$ cat src/hw/rtl/assert_macros.svh
// Concurrent assertion helpers, clocked on clk_i and held off while rst_ni is low.
`ifndef ASSERT_MACROS_SVH
`define ASSERT_MACROS_SVH

// Check a property on every rising clock edge outside reset.
`define ASSERT_CLK(label, prop) \
  label: assert property (@(posedge clk_i) disable iff (!rst_ni) (prop)) \
    else $error("assertion failed");

// Check that a condition never holds outside reset.
`define ASSERT_NEVER(label, cond) \
  `ASSERT_CLK(label, !(cond))

`endif

$ cat src/hw/rtl/rcpwm_pkg.sv
package rcpwm_pkg;

  // Number of pins that take part in capture; pins above it only store their level.
  localparam int NumPins = 8;
  localparam int PinCount = 8;
  localparam int PinIdxW = 3;

  localparam logic [PinCount-1:0] PinEnable = PinCount'((32'd1 << NumPins) - 32'd1);

  // Logical receiver channel to physical pin.
  localparam logic [PinIdxW-1:0] ChanToPin [PinCount] = '{
    3'd1, 3'd2, 3'd3, 3'd0, 3'd4, 3'd5, 3'd6, 3'd7
  };

  // Item operations.
  localparam logic OpSample = 1'b0;
  localparam logic OpRead   = 1'b1;

  // Configuration register indexes.
  localparam int CfgIdxW  = 3;
  localparam int CfgDataW = 32;
  localparam logic [CfgIdxW-1:0] CfgChannelMask = 3'd0;
  localparam logic [CfgIdxW-1:0] CfgMinOffWidth = 3'd1;
  localparam logic [CfgIdxW-1:0] CfgMaxOffWidth = 3'd2;
  localparam logic [CfgIdxW-1:0] CfgMinOnWidth  = 3'd3;
  localparam logic [CfgIdxW-1:0] CfgMaxOnWidth  = 3'd4;

  // Register reset values.
  localparam logic [7:0]  RstChannelMask = 8'd255;
  localparam logic [31:0] RstMinOffWidth = 32'd3000;
  localparam logic [31:0] RstMaxOffWidth = 32'd24000;
  localparam logic [15:0] RstMinOnWidth  = 16'd950;
  localparam logic [15:0] RstMaxOnWidth  = 16'd2075;

  typedef struct packed {
    logic        operation;
    logic [7:0]  pin_levels;
    logic [31:0] timestamp_us;
    logic [2:0]  channel;
  } in_item_t;

  typedef struct packed {
    logic [15:0] width_us;
    logic [7:0]  updated_mask;
  } out_item_t;

endpackage

$ cat src/hw/rtl/rcpwm_in_if.sv
interface rcpwm_in_if;
  logic                valid;
  logic                ready;
  rcpwm_pkg::in_item_t payload;

  modport source (output valid, output payload, input ready);
  modport sink (input valid, input payload, output ready);
endinterface

$ cat src/hw/rtl/rcpwm_out_if.sv
interface rcpwm_out_if;
  logic                 valid;
  logic                 ready;
  rcpwm_pkg::out_item_t payload;

  modport source (output valid, output payload, input ready);
  modport sink (input valid, input payload, output ready);
endinterface

$ cat src/hw/rtl/rc_pwm_pulse_width_capture.sv
// Eight-pin RC PWM pulse-width capture. Each input transfer is either a pin sample
// (eight levels plus a free-running microsecond timestamp) or a read of one logical
// receiver channel; every transfer yields exactly one result transfer. Samples detect
// edges against the previously stored levels, gate them with channel_mask, check the
// low time before a rise against the off-width window and the high time before a fall
// against the on-width window, and store an accepted high time as the pin's good
// width, reporting it in updated_mask. Reads map the channel through the fixed
// channel-to-pin table {1,2,3,0,4,5,6,7} and return that pin's good width without
// touching state. Throughput is one transfer per clock unless out_o.ready holds back the
// result register. An item waits in the input register and its result in the result
// register until it transfers. The per-pin state update is a single read-modify-write
// between those two registers, with all eight pins computed side by side, so consecutive
// samples see each other's effects with no stall.
// Configuration takes effect on the next cycle and must only be written while no
// transfer is in flight.
`include "assert_macros.svh"

module rc_pwm_pulse_width_capture (
  input  logic                                 clk_i,
  input  logic                                 rst_ni,
  input  logic                                 cfg_we_i,
  input  logic [rcpwm_pkg::CfgIdxW-1:0]        cfg_idx_i,
  input  logic [rcpwm_pkg::CfgDataW-1:0]       cfg_data_i,
  rcpwm_in_if.sink                             in_i,
  rcpwm_out_if.source                          out_o
);

  localparam int PinCount = rcpwm_pkg::PinCount;

  // Configuration registers.
  logic [7:0]  channel_mask_q;
  logic [31:0] min_off_width_q;
  logic [31:0] max_off_width_q;
  logic [15:0] min_on_width_q;
  logic [15:0] max_on_width_q;

  // Input register and result register.
  logic                 in_valid_q;
  rcpwm_pkg::in_item_t  in_q;
  logic                 out_valid_q;
  rcpwm_pkg::out_item_t res_q;
  rcpwm_pkg::out_item_t res_d;

  // Capture state.
  logic [PinCount-1:0] last_levels_q, last_levels_d;
  logic [31:0]         rise_stamp_q [PinCount];
  logic [31:0]         rise_stamp_d [PinCount];
  logic [31:0]         fall_stamp_q [PinCount];
  logic [31:0]         fall_stamp_d [PinCount];
  logic [PinCount-1:0] armed_q, armed_d;
  logic [15:0]         good_width_q [PinCount];
  logic [15:0]         good_width_d [PinCount];

  logic                       accept;
  logic                       fire;
  logic                       is_sample;
  logic [PinCount-1:0]        changed;
  logic [PinCount-1:0]        updated;
  logic [31:0]                low_time  [PinCount];
  logic [31:0]                high_time [PinCount];
  logic [PinCount-1:0]        off_ok;
  logic [PinCount-1:0]        on_ok;
  logic [rcpwm_pkg::PinIdxW-1:0] read_pin;
  logic [15:0]                read_width;

  // Handshake: the stage fires when the result register is free or being drained.
  assign fire        = in_valid_q && (!out_valid_q || out_o.ready);
  assign in_i.ready  = !in_valid_q || fire;
  assign accept      = in_i.valid && in_i.ready;
  assign out_o.valid = out_valid_q;
  assign out_o.payload = res_q;

  assign is_sample = (in_q.operation == rcpwm_pkg::OpSample);

  // Edges on enabled pins only; disabled pins still store their level.
  assign changed = (in_q.pin_levels ^ last_levels_q) & channel_mask_q & rcpwm_pkg::PinEnable;

  always_comb begin
    last_levels_d = last_levels_q;
    armed_d       = armed_q;
    updated       = '0;
    if (fire && is_sample) begin
      last_levels_d = in_q.pin_levels;
    end
    for (int i = 0; i < PinCount; i++) begin
      // Wrapping differences; the timestamp rolls over modulo 2^32.
      low_time[i]  = in_q.timestamp_us - fall_stamp_q[i];
      high_time[i] = in_q.timestamp_us - rise_stamp_q[i];
      off_ok[i] = (low_time[i] >= min_off_width_q) && (low_time[i] <= max_off_width_q);
      on_ok[i]  = (high_time[i] >= {16'd0, min_on_width_q}) &&
                  (high_time[i] <= {16'd0, max_on_width_q});
      rise_stamp_d[i] = rise_stamp_q[i];
      fall_stamp_d[i] = fall_stamp_q[i];
      good_width_d[i] = good_width_q[i];
      if (fire && is_sample && changed[i]) begin
        if (in_q.pin_levels[i]) begin
          // Rising edge: arm only after a plausible frame gap.
          rise_stamp_d[i] = in_q.timestamp_us;
          armed_d[i]      = off_ok[i];
        end else begin
          // Falling edge: keep the pulse and disarm if armed and in range.
          fall_stamp_d[i] = in_q.timestamp_us;
          if (armed_q[i] && on_ok[i]) begin
            good_width_d[i] = high_time[i][15:0];
            armed_d[i]      = 1'b0;
            updated[i]      = 1'b1;
          end
        end
      end
    end
  end

  // Channel read: pins beyond the enabled count read as zero.
  assign read_pin   = rcpwm_pkg::ChanToPin[in_q.channel];
  assign read_width = (int'(read_pin) < rcpwm_pkg::NumPins) ? good_width_q[read_pin] : 16'd0;

  always_comb begin
    res_d = '0;
    unique case (in_q.operation)
      rcpwm_pkg::OpSample: res_d.updated_mask = updated;
      rcpwm_pkg::OpRead:   res_d.width_us     = read_width;
      default:             res_d              = '0;
    endcase
  end

  // Configuration writes; indexes past the list are dropped.
  always_ff @(posedge clk_i or negedge rst_ni) begin
    if (!rst_ni) begin
      channel_mask_q  <= rcpwm_pkg::RstChannelMask;
      min_off_width_q <= rcpwm_pkg::RstMinOffWidth;
      max_off_width_q <= rcpwm_pkg::RstMaxOffWidth;
      min_on_width_q  <= rcpwm_pkg::RstMinOnWidth;
      max_on_width_q  <= rcpwm_pkg::RstMaxOnWidth;
    end else if (cfg_we_i) begin
      unique case (cfg_idx_i)
        rcpwm_pkg::CfgChannelMask: channel_mask_q  <= cfg_data_i[7:0];
        rcpwm_pkg::CfgMinOffWidth: min_off_width_q <= cfg_data_i;
        rcpwm_pkg::CfgMaxOffWidth: max_off_width_q <= cfg_data_i;
        rcpwm_pkg::CfgMinOnWidth:  min_on_width_q  <= cfg_data_i[15:0];
        rcpwm_pkg::CfgMaxOnWidth:  max_on_width_q  <= cfg_data_i[15:0];
        default: ;
      endcase
    end
  end

  // Pipeline control.
  always_ff @(posedge clk_i or negedge rst_ni) begin
    if (!rst_ni) begin
      in_valid_q  <= 1'b0;
      out_valid_q <= 1'b0;
    end else begin
      if (accept) begin
        in_valid_q <= 1'b1;
      end else if (fire) begin
        in_valid_q <= 1'b0;
      end
      if (fire) begin
        out_valid_q <= 1'b1;
      end else if (out_o.ready) begin
        out_valid_q <= 1'b0;
      end
    end
  end

  // Payload registers: hold until the next transfer.
  always_ff @(posedge clk_i) begin
    if (accept) begin
      in_q <= in_i.payload;
    end
    if (fire) begin
      res_q <= res_d;
    end
  end

  // Capture state; stamps and widths start at zero.
  always_ff @(posedge clk_i or negedge rst_ni) begin
    if (!rst_ni) begin
      last_levels_q <= '0;
      armed_q       <= '0;
      for (int i = 0; i < PinCount; i++) begin
        rise_stamp_q[i] <= '0;
        fall_stamp_q[i] <= '0;
        good_width_q[i] <= '0;
      end
    end else begin
      last_levels_q <= last_levels_d;
      armed_q       <= armed_d;
      for (int i = 0; i < PinCount; i++) begin
        rise_stamp_q[i] <= rise_stamp_d[i];
        fall_stamp_q[i] <= fall_stamp_d[i];
        good_width_q[i] <= good_width_d[i];
      end
    end
  end

  `ASSERT_CLK(a_read_keeps_widths,
    (fire && !is_sample) |=> ($stable(good_width_q[0]) && $stable(good_width_q[7])))
  `ASSERT_CLK(a_update_disarms, (fire && is_sample) |=> ((armed_q & res_q.updated_mask) == '0))
  `ASSERT_CLK(a_update_in_mask,
    (fire && is_sample) |=> ((res_q.updated_mask & ~$past(channel_mask_q)) == '0))
  `ASSERT_CLK(a_levels_follow, (fire && is_sample) |=> (last_levels_q == $past(in_q.pin_levels)))

endmodule
$ cat src/flat_wrapper.sv
// flat-port wrapper written by rule: the top's interface ports become plain ports
module rc_pwm_pulse_width_capture_flat 
  (clk_i, rst_ni, cfg_we_i, cfg_idx_i, cfg_data_i, in_i_valid, in_i_payload, in_i_ready, out_o_valid, out_o_payload, out_o_ready);
  rcpwm_in_if in_i_i ();
  rcpwm_out_if out_o_i ();
  input  logic clk_i;
  input  logic rst_ni;
  input  logic cfg_we_i;
  input  logic [rcpwm_pkg::CfgIdxW-1:0] cfg_idx_i;
  input  logic [rcpwm_pkg::CfgDataW-1:0] cfg_data_i;
  input wire logic [$bits(in_i_i.valid)-1:0] in_i_valid;
  input wire logic [$bits(in_i_i.payload)-1:0] in_i_payload;
  output wire logic [$bits(in_i_i.ready)-1:0] in_i_ready;
  output wire logic [$bits(out_o_i.valid)-1:0] out_o_valid;
  output wire logic [$bits(out_o_i.payload)-1:0] out_o_payload;
  input wire logic [$bits(out_o_i.ready)-1:0] out_o_ready;
  assign in_i_i.valid = in_i_valid;
  assign in_i_i.payload = in_i_payload;
  assign in_i_ready = in_i_i.ready;
  assign out_o_valid = out_o_i.valid;
  assign out_o_payload = out_o_i.payload;
  assign out_o_i.ready = out_o_ready;
  rc_pwm_pulse_width_capture u_core (.clk_i(clk_i), .rst_ni(rst_ni), .cfg_we_i(cfg_we_i), .cfg_idx_i(cfg_idx_i), .cfg_data_i(cfg_data_i), .in_i(in_i_i), .out_o(out_o_i));
endmodule
$ cat config.mk
export PLATFORM = sky130hd
export DESIGN_NAME = rc_pwm_pulse_width_capture_flat
export DESIGN_NICKNAME = d
export VERILOG_FILES = /design/src/hw/rtl/rcpwm_pkg.sv /design/src/hw/rtl/rcpwm_in_if.sv /design/src/hw/rtl/rcpwm_out_if.sv /design/src/hw/rtl/rc_pwm_pulse_width_capture.sv /design/src/flat_wrapper.sv
export VERILOG_INCLUDE_DIRS = /design/src /design/src/hw/rtl
export SDC_FILE = /design/constraint.sdc
export NUM_CORES = 2
export LEC_CHECK = 0
export BUFFER_PORTS_ARGS = -buffer_cell sky130_fd_sc_hd__buf_2
export CAP_MARGIN = 40
export CORE_ASPECT_RATIO = 1.5
export CORE_MARGIN = 2
export CORE_UTILIZATION = 59
export CTS_CLUSTER_SIZE = 10
export DETAILED_ROUTE_END_ITERATION = 8
export PLACE_DENSITY = 0.78
export SYNTH_ARGS = -nofsm -noshare
export SYNTH_HDL_FRONTEND = slang
export SYNTH_SLANG_ARGS = --single-unit
$ cat constraint.sdc
create_clock -name clk_i -period 7.1 [get_ports clk_i]
set_clock_uncertainty 0.15 [all_clocks]
set_input_delay 0.355 -clock clk_i [delete_from_list [all_inputs] [get_ports clk_i]]
set_output_delay 0.355 -clock clk_i [all_outputs]
set_load 0.005 [all_outputs]
Word-level counts from Yosys, hierarchy flattened
Memories as Yosys holds them, arrays and structs flattened.
Index checks and enable logic that the tools add are counted.
{"block": "totals", "regBits": 830, "romBits": 24, "inputBits": 84, "mem_count": 1}
{"block": "classes", "add_sub_neg": 16, "order_cmp": 34, "n_eq_ne": 4, "n_mux": 33, "n_bitwise": 21, "n_reduce_logical": 95}
{"memory": "(no name shown)", "depth": 8, "width": 3, "read_ports": 1, "rd_ports_with_merged_regs": 0, "wr": 0, "line_no": "rc_pwm_pulse_width_capture.sv:114", "source": "assign read_pin = rcpwm_pkg::ChanToPin[in_q.channel];"}
{"cell": "$sub A32 B32 Y32", "count": 16}
{"cell": "$ge A32 B16 Y1", "count": 8}
{"cell": "$ge A32 B32 Y1", "count": 8}
{"cell": "$le A32 B16 Y1", "count": 8}
{"cell": "$le A32 B32 Y1", "count": 8}
{"cell": "$reduce_and A2 Y1", "count": 29}
{"cell": "$bmux W16 S3", "count": 1}
{"cell": "$logic_and A1 B1 Y1", "count": 35}
{"cell": "$mux W16", "count": 2}
{"cell": "$mux W1", "count": 28}
{"cell": "$reduce_and A3 Y1", "count": 8}
{"cell": "$reduce_or A3 Y1", "count": 8}
{"cell": "$reduce_bool A2 Y1", "count": 10}
{"cell": "$not A1 Y1", "count": 17}
{"cell": "$and A8 B8 Y8", "count": 1}
{"cell": "$ge A4 B4 Y1 const B", "count": 2}
{"cell": "$not A3 Y4", "count": 2}
{"cell": "$xor A8 B8 Y8", "count": 1}
{"cell": "$eq A3 B2 Y1 const B", "count": 2}
{"cell": "$mux W3", "count": 2}
{"cell": "$eq A3 B1 Y1 const B", "count": 1}
{"cell": "$eq A3 B3 Y1 const B", "count": 1}
{"cell": "$logic_not A3 Y1", "count": 1}
{"cell": "$logic_not A1 Y1", "count": 2}
{"cell": "$logic_or A1 B1 Y1", "count": 2}

Longest topological paths before layout
{"block": "depth", "depth_word": 8, "mapped_depth": 30}

Worst setup path after synthesis
Ideal clock, no wire load.
{"block": "synth_timing", "path_kind": "flip-flop to flip-flop", "from": "register u_core.in_q[4] in the netlist's numbering", "to": "register u_core.good_width_q[17] in the netlist's numbering", "setup_time_ns": 0.125, "arrival_ns": 6.520, "required_time_ns": 6.825, "path_slack_ns": 0.304, "stages_incl_launch_ff": 26, "synth_period_minus_slack_ns": 6.796, "cell_sequence": "edfxtp_1 -> ha_1 -> nor2b_1 -> o31a_1 -> o21a_1 -> o21a_1 -> o21a_1 -> o21ai_0 -> nand2b_1 -> a21oi_1 -> o21bai_1 -> a21oi_1 -> xnor2_1 -> ha_1 -> nand4_1 -> a2111oi_0 -> nor4bb_1 -> o21ai_0 -> a2111o_1 -> a311oi_2 -> nand4b_1 -> or4_1 -> nand4bb_4 -> a2111oi_4 -> buf_6 -> mux2_4"}
{"item": "from (decl)", "line_no": "rc_pwm_pulse_width_capture.sv:39", "source": "rcpwm_pkg::in_item_t in_q;"}
{"item": "from (signal assigned)", "line_no": "rc_pwm_pulse_width_capture.sv:168", "source": "in_q <= in_i.payload;"}
{"item": "to (signal, indexed assignment)", "line_no": "rc_pwm_pulse_width_capture.sv:191", "source": "good_width_q[i] <= good_width_d[i];"}
{"item": "to (decl)", "line_no": "rc_pwm_pulse_width_capture.sv:51", "source": "logic [15:0] good_width_q [PinCount];"}

==> impl_metrics.toml <==
[run_status]
status = "finished clean"

[sta]
rsz0062_at_grt = "no"
fin_setup_tns_ns = 0
fmax_ghz = 0.147
maxSlewHeadroom = 0.320
fin_crit_sh = 0.960
finalMaxSlewViolations = 0
hold_viol_final = 0
hold_slack_ns = 0.0938
setup-violations-final = 0
period_minus_slack_ns = 6.81
tightest_slew_ns = 1.02

[pwr]
p_int_mw = 21.2
powerDensity_nw_per_um2 = 514
p_sw_mw = 20.8
p_leak_nw = 39.0
peakVddDrop_mv = 0.346
p_total_mw = 42.0
power_frac_clock = 0.114
combPwrFrac = 0.718
switching_share = 0.495
power_frac_seq = 0.168

[detailed_routing]
wl_per_cell_um = 26.5
drc = 0
routed_wl_mm = 261
viasPerCell = 6.47
drtPass1Iterations = 6
drt-initial-drc-count = 3865
antenna_left = 0
num_vias = 63902

[cts]
root_buffer = "clkbuf_16"
clkTransAtPathRegs_ns = 0.06
cts_buffers = 97
cts.path.max_buffers = 3
cts_tree = "built"
cts.sinks = 830
cts_max_level = 3
clk_latency_ns = 0.76

[floorplan]
fp-row-count = 159
die_area_um2 = 129000
die_y_um = 438
coreArea_um2 = 125000
ios = 110
dieWidth_um = 294
start_util = 0.594

[global_route]
grt-ovfl-total = 0
grt_pass1_wl_mm = 387
grt_max_degree = 137
track_usage = 0.402
grt_pass1_vias = 65876
grt_antenna_before_repair = 9

[final_layout]
syn2layout_area_growth_pct = 10.1
drive_gt1_frac = 0.140
fin_nets = 9557
post-route-util = 0.654
fill_cells = 10333

[setup_path]
worstReg2RegEnd = "u_core.good_width_q[5]"
cp.arrival_ns = 7.30
critical_path.max_stage_delay_ns = 0.68
path_class = "reg2reg"
worst-r2r-cell-count = 25
crit_top_cell = "nand2_1"
critPathSlowestCell = "o31ai_1"
worst_ep_required_time_ns = 7.58
regToRegStartpoint = "u_core.in_q[3]"
cp-end-kind = "flip-flop"
critPathMaxFanout = 17
r2r_slack_ns = 0.29
startpoint_type = "flip-flop"

[logic_synthesis]
synthArstFlopShare = 0.918
ys_ff_latch = 830
syn_avg_cell_area_um2 = 9.43
synth_top_cell_area_share = 0.245
synthFlopType = "dfrtp_1"
syn_area_um2 = 74200
synthTopCellsByArea = "dfrtp_1, ha_1, mux2_2, a21o_1, a21oi_1"
ys_warn_count = 0
synth-seq-area-share = 0.285
synth_top_area_cell = "dfrtp_1"
synth-edff-count = 68
netlist_instances = 7869
ys_types = 106
syn-num-nets = 9235

[placement]
globalplace.congestion = 1.05
hpwl_mm = 201
io_buffers = 109

[worst_hold_path]
hold_path_class = "in2async"

[job]
cap_violations = 0
[power groups by stage]
stage,Clock (mW),Sequential [mW],Combinational (mW)
2_1_floorplan,0,6.88,20.3
3_3_place_gp,0,7.02,28.5
3_5_place_dp,0,7.10,29.2
4_1_cts,4.82,7.02,29.5
5_1_grt,5.00,7.20,33.0
6_report,4.78,7.05,30.2
[sequential cells by signal, summed over array words and instances, names as in the netlist, 16 cells and up]
name	cells
u_core.fall_stamp_q	256
u_core.min_on_width_q	16
u_core.out_o.payload	24
u_core.rise_stamp_q	256
u_core.min_off_width_q	32
u_core.max_off_width_q	32
u_core.good_width_q	128
u_core.max_on_width_q	16
u_core.in_q	44
[layout make-up]
cell class	count	area, um2	share of cell area
well taps	1610	2010	0.0246
clock buffers	154	2720	0.0333
flip-flops and latches	830	21200	0.259
diodes	2	5.00	0.0000612
multi-input cells	6127	49700	0.608
repair buffers	408	3260	0.0399
inverters	727	2730	0.0334
clock inverters	13	109	0.00133
[per-layer routing]
metal | vias to the layer above | routed length (um) | global-route usage
met5 | - | 45 | 0
met4 | 6 | 29900 | 0.391
met3 | 1002 | 12700 | 0.0559
met2 | 2119 | 128000 | 0.711
met1 | 31267 | 90400 | 0.400
li1 | 29508 | - | -
[Yosys cell counts, drive strengths merged, types with 15 or more instances]
library cell	instances
mux4	32
or2	24
a2111oi	26
buf	26
o22ai	15
o211ai	40
ha	1266
a21o	386
dfrtp	728
nand4	166
and2	15
clkbuf	159
nor2b	155
nand2	408
o21ai	543
a21boi	15
fa	16
o2111ai	25
o31a	23
a211oi	73
or4	16
mux2	554
o21bai	69
and3	45
xnor2	272
a31oi	54
a221oi	21
nor4	39
nand2b	123
a21oi	562
nor2	319
dfstp	34
nand4b	26
nor3	104
edfxtp	68
mux2i	45
a211o	17
o21a	144
inv	726
o31ai	25
xor2	119
or3	29
nand3	121
[worst max-delay path by stage]
| stage | from | to | depth (start not counted) |
|---|---|---|---|
| floorplan | u_core.in_q[4] | u_core.good_width_q[17] | 25 |
| finish | u_core.in_q[3] | u_core.good_width_q[5] | 25 |
| global route | u_core.in_q[3] | u_core.good_width_q[51] | 27 |
| detailed placement | u_core.in_q[3] | u_core.good_width_q[118] | 25 |
| global placement | u_core.in_q[3] | u_core.armed_q[7] | 25 |
| CTS | u_core.in_q[3] | u_core.good_width_q[118] | 25 |
[through the flow]
stage | std cells | worst slack [ns] | instance area, um2
final | 9871 | 0.287 | 81700
after global routing | 9869 | 0.00498 | 81700
after CTS | 9866 | 0.195 | 81700
after detailed placement | 9619 | 0.242 | 78000
after global placement | 9606 | 0.148 | 77900
after floorplan | 7869 | 0.304 | 74200
[logic make-up (layout without fill, tap and decap cells)]
family | after synthesis | after routing | share of synthesized area
AOI/OAI and AO/OA | 2165 | 2165 | 0.187
xor gates and xnor gates | 391 | 391 | 0.0462
adders and majority gates | 1282 | 1282 | 0.218
buffers and inverters | 912 | 1302 | 0.0468
DFF | 830 | 830 | 0.285
muxes | 631 | 631 | 0.101
other | 0 | 2 | 0
and+or+nand+nor | 1658 | 1658 | 0.117
[what timing repair did]
action                                  CTS  global route
hold buffers                             80             0
buffers inserted                          0             1
gates resized for setup                   0             9
endpoints found under the hold margin   245             0
endpoints found under the setup margin    0            64
[placed cells by master (no fill, tap or decap), drive strengths merged, types with 23 or more instances in the layout]
cell type	instances
a31oi	54
xnor2	272
nand2b	123
mux2	554
buf	328
a211oi	73
o2111ai	25
ha	1266
nor2	319
nand4	166
xor2	119
o31ai	25
nand2	408
o31a	23
and3	45
a21oi	562
nor2b	155
clkbuf	154
o21bai	69
nand4b	26
o211ai	40
o21a	144
nor4	39
o21ai	543
dfstp	34
nand3	121
nor3	104
inv	731
mux2i	45
or3	29
dfrtp	728
a21o	386
or2	24
mux4	32
edfxtp	68
dlygate4sd3	80
a2111oi	26
[worst max-delay path, delay by kind of cell (launching register included)]
family                   cells  cell delay, ns
AO/OA/AOI/OAI                7            2.04
AND/OR/NAND/NOR              9            1.94
buffers and inverters        4            0.72
adder cells (fa/ha/maj)      3            0.72
multiplexers                 1            0.38
flip-flops                   1            0.37
XOR/XNOR                     1            0.32
Power figures use the tool's default switching activity.
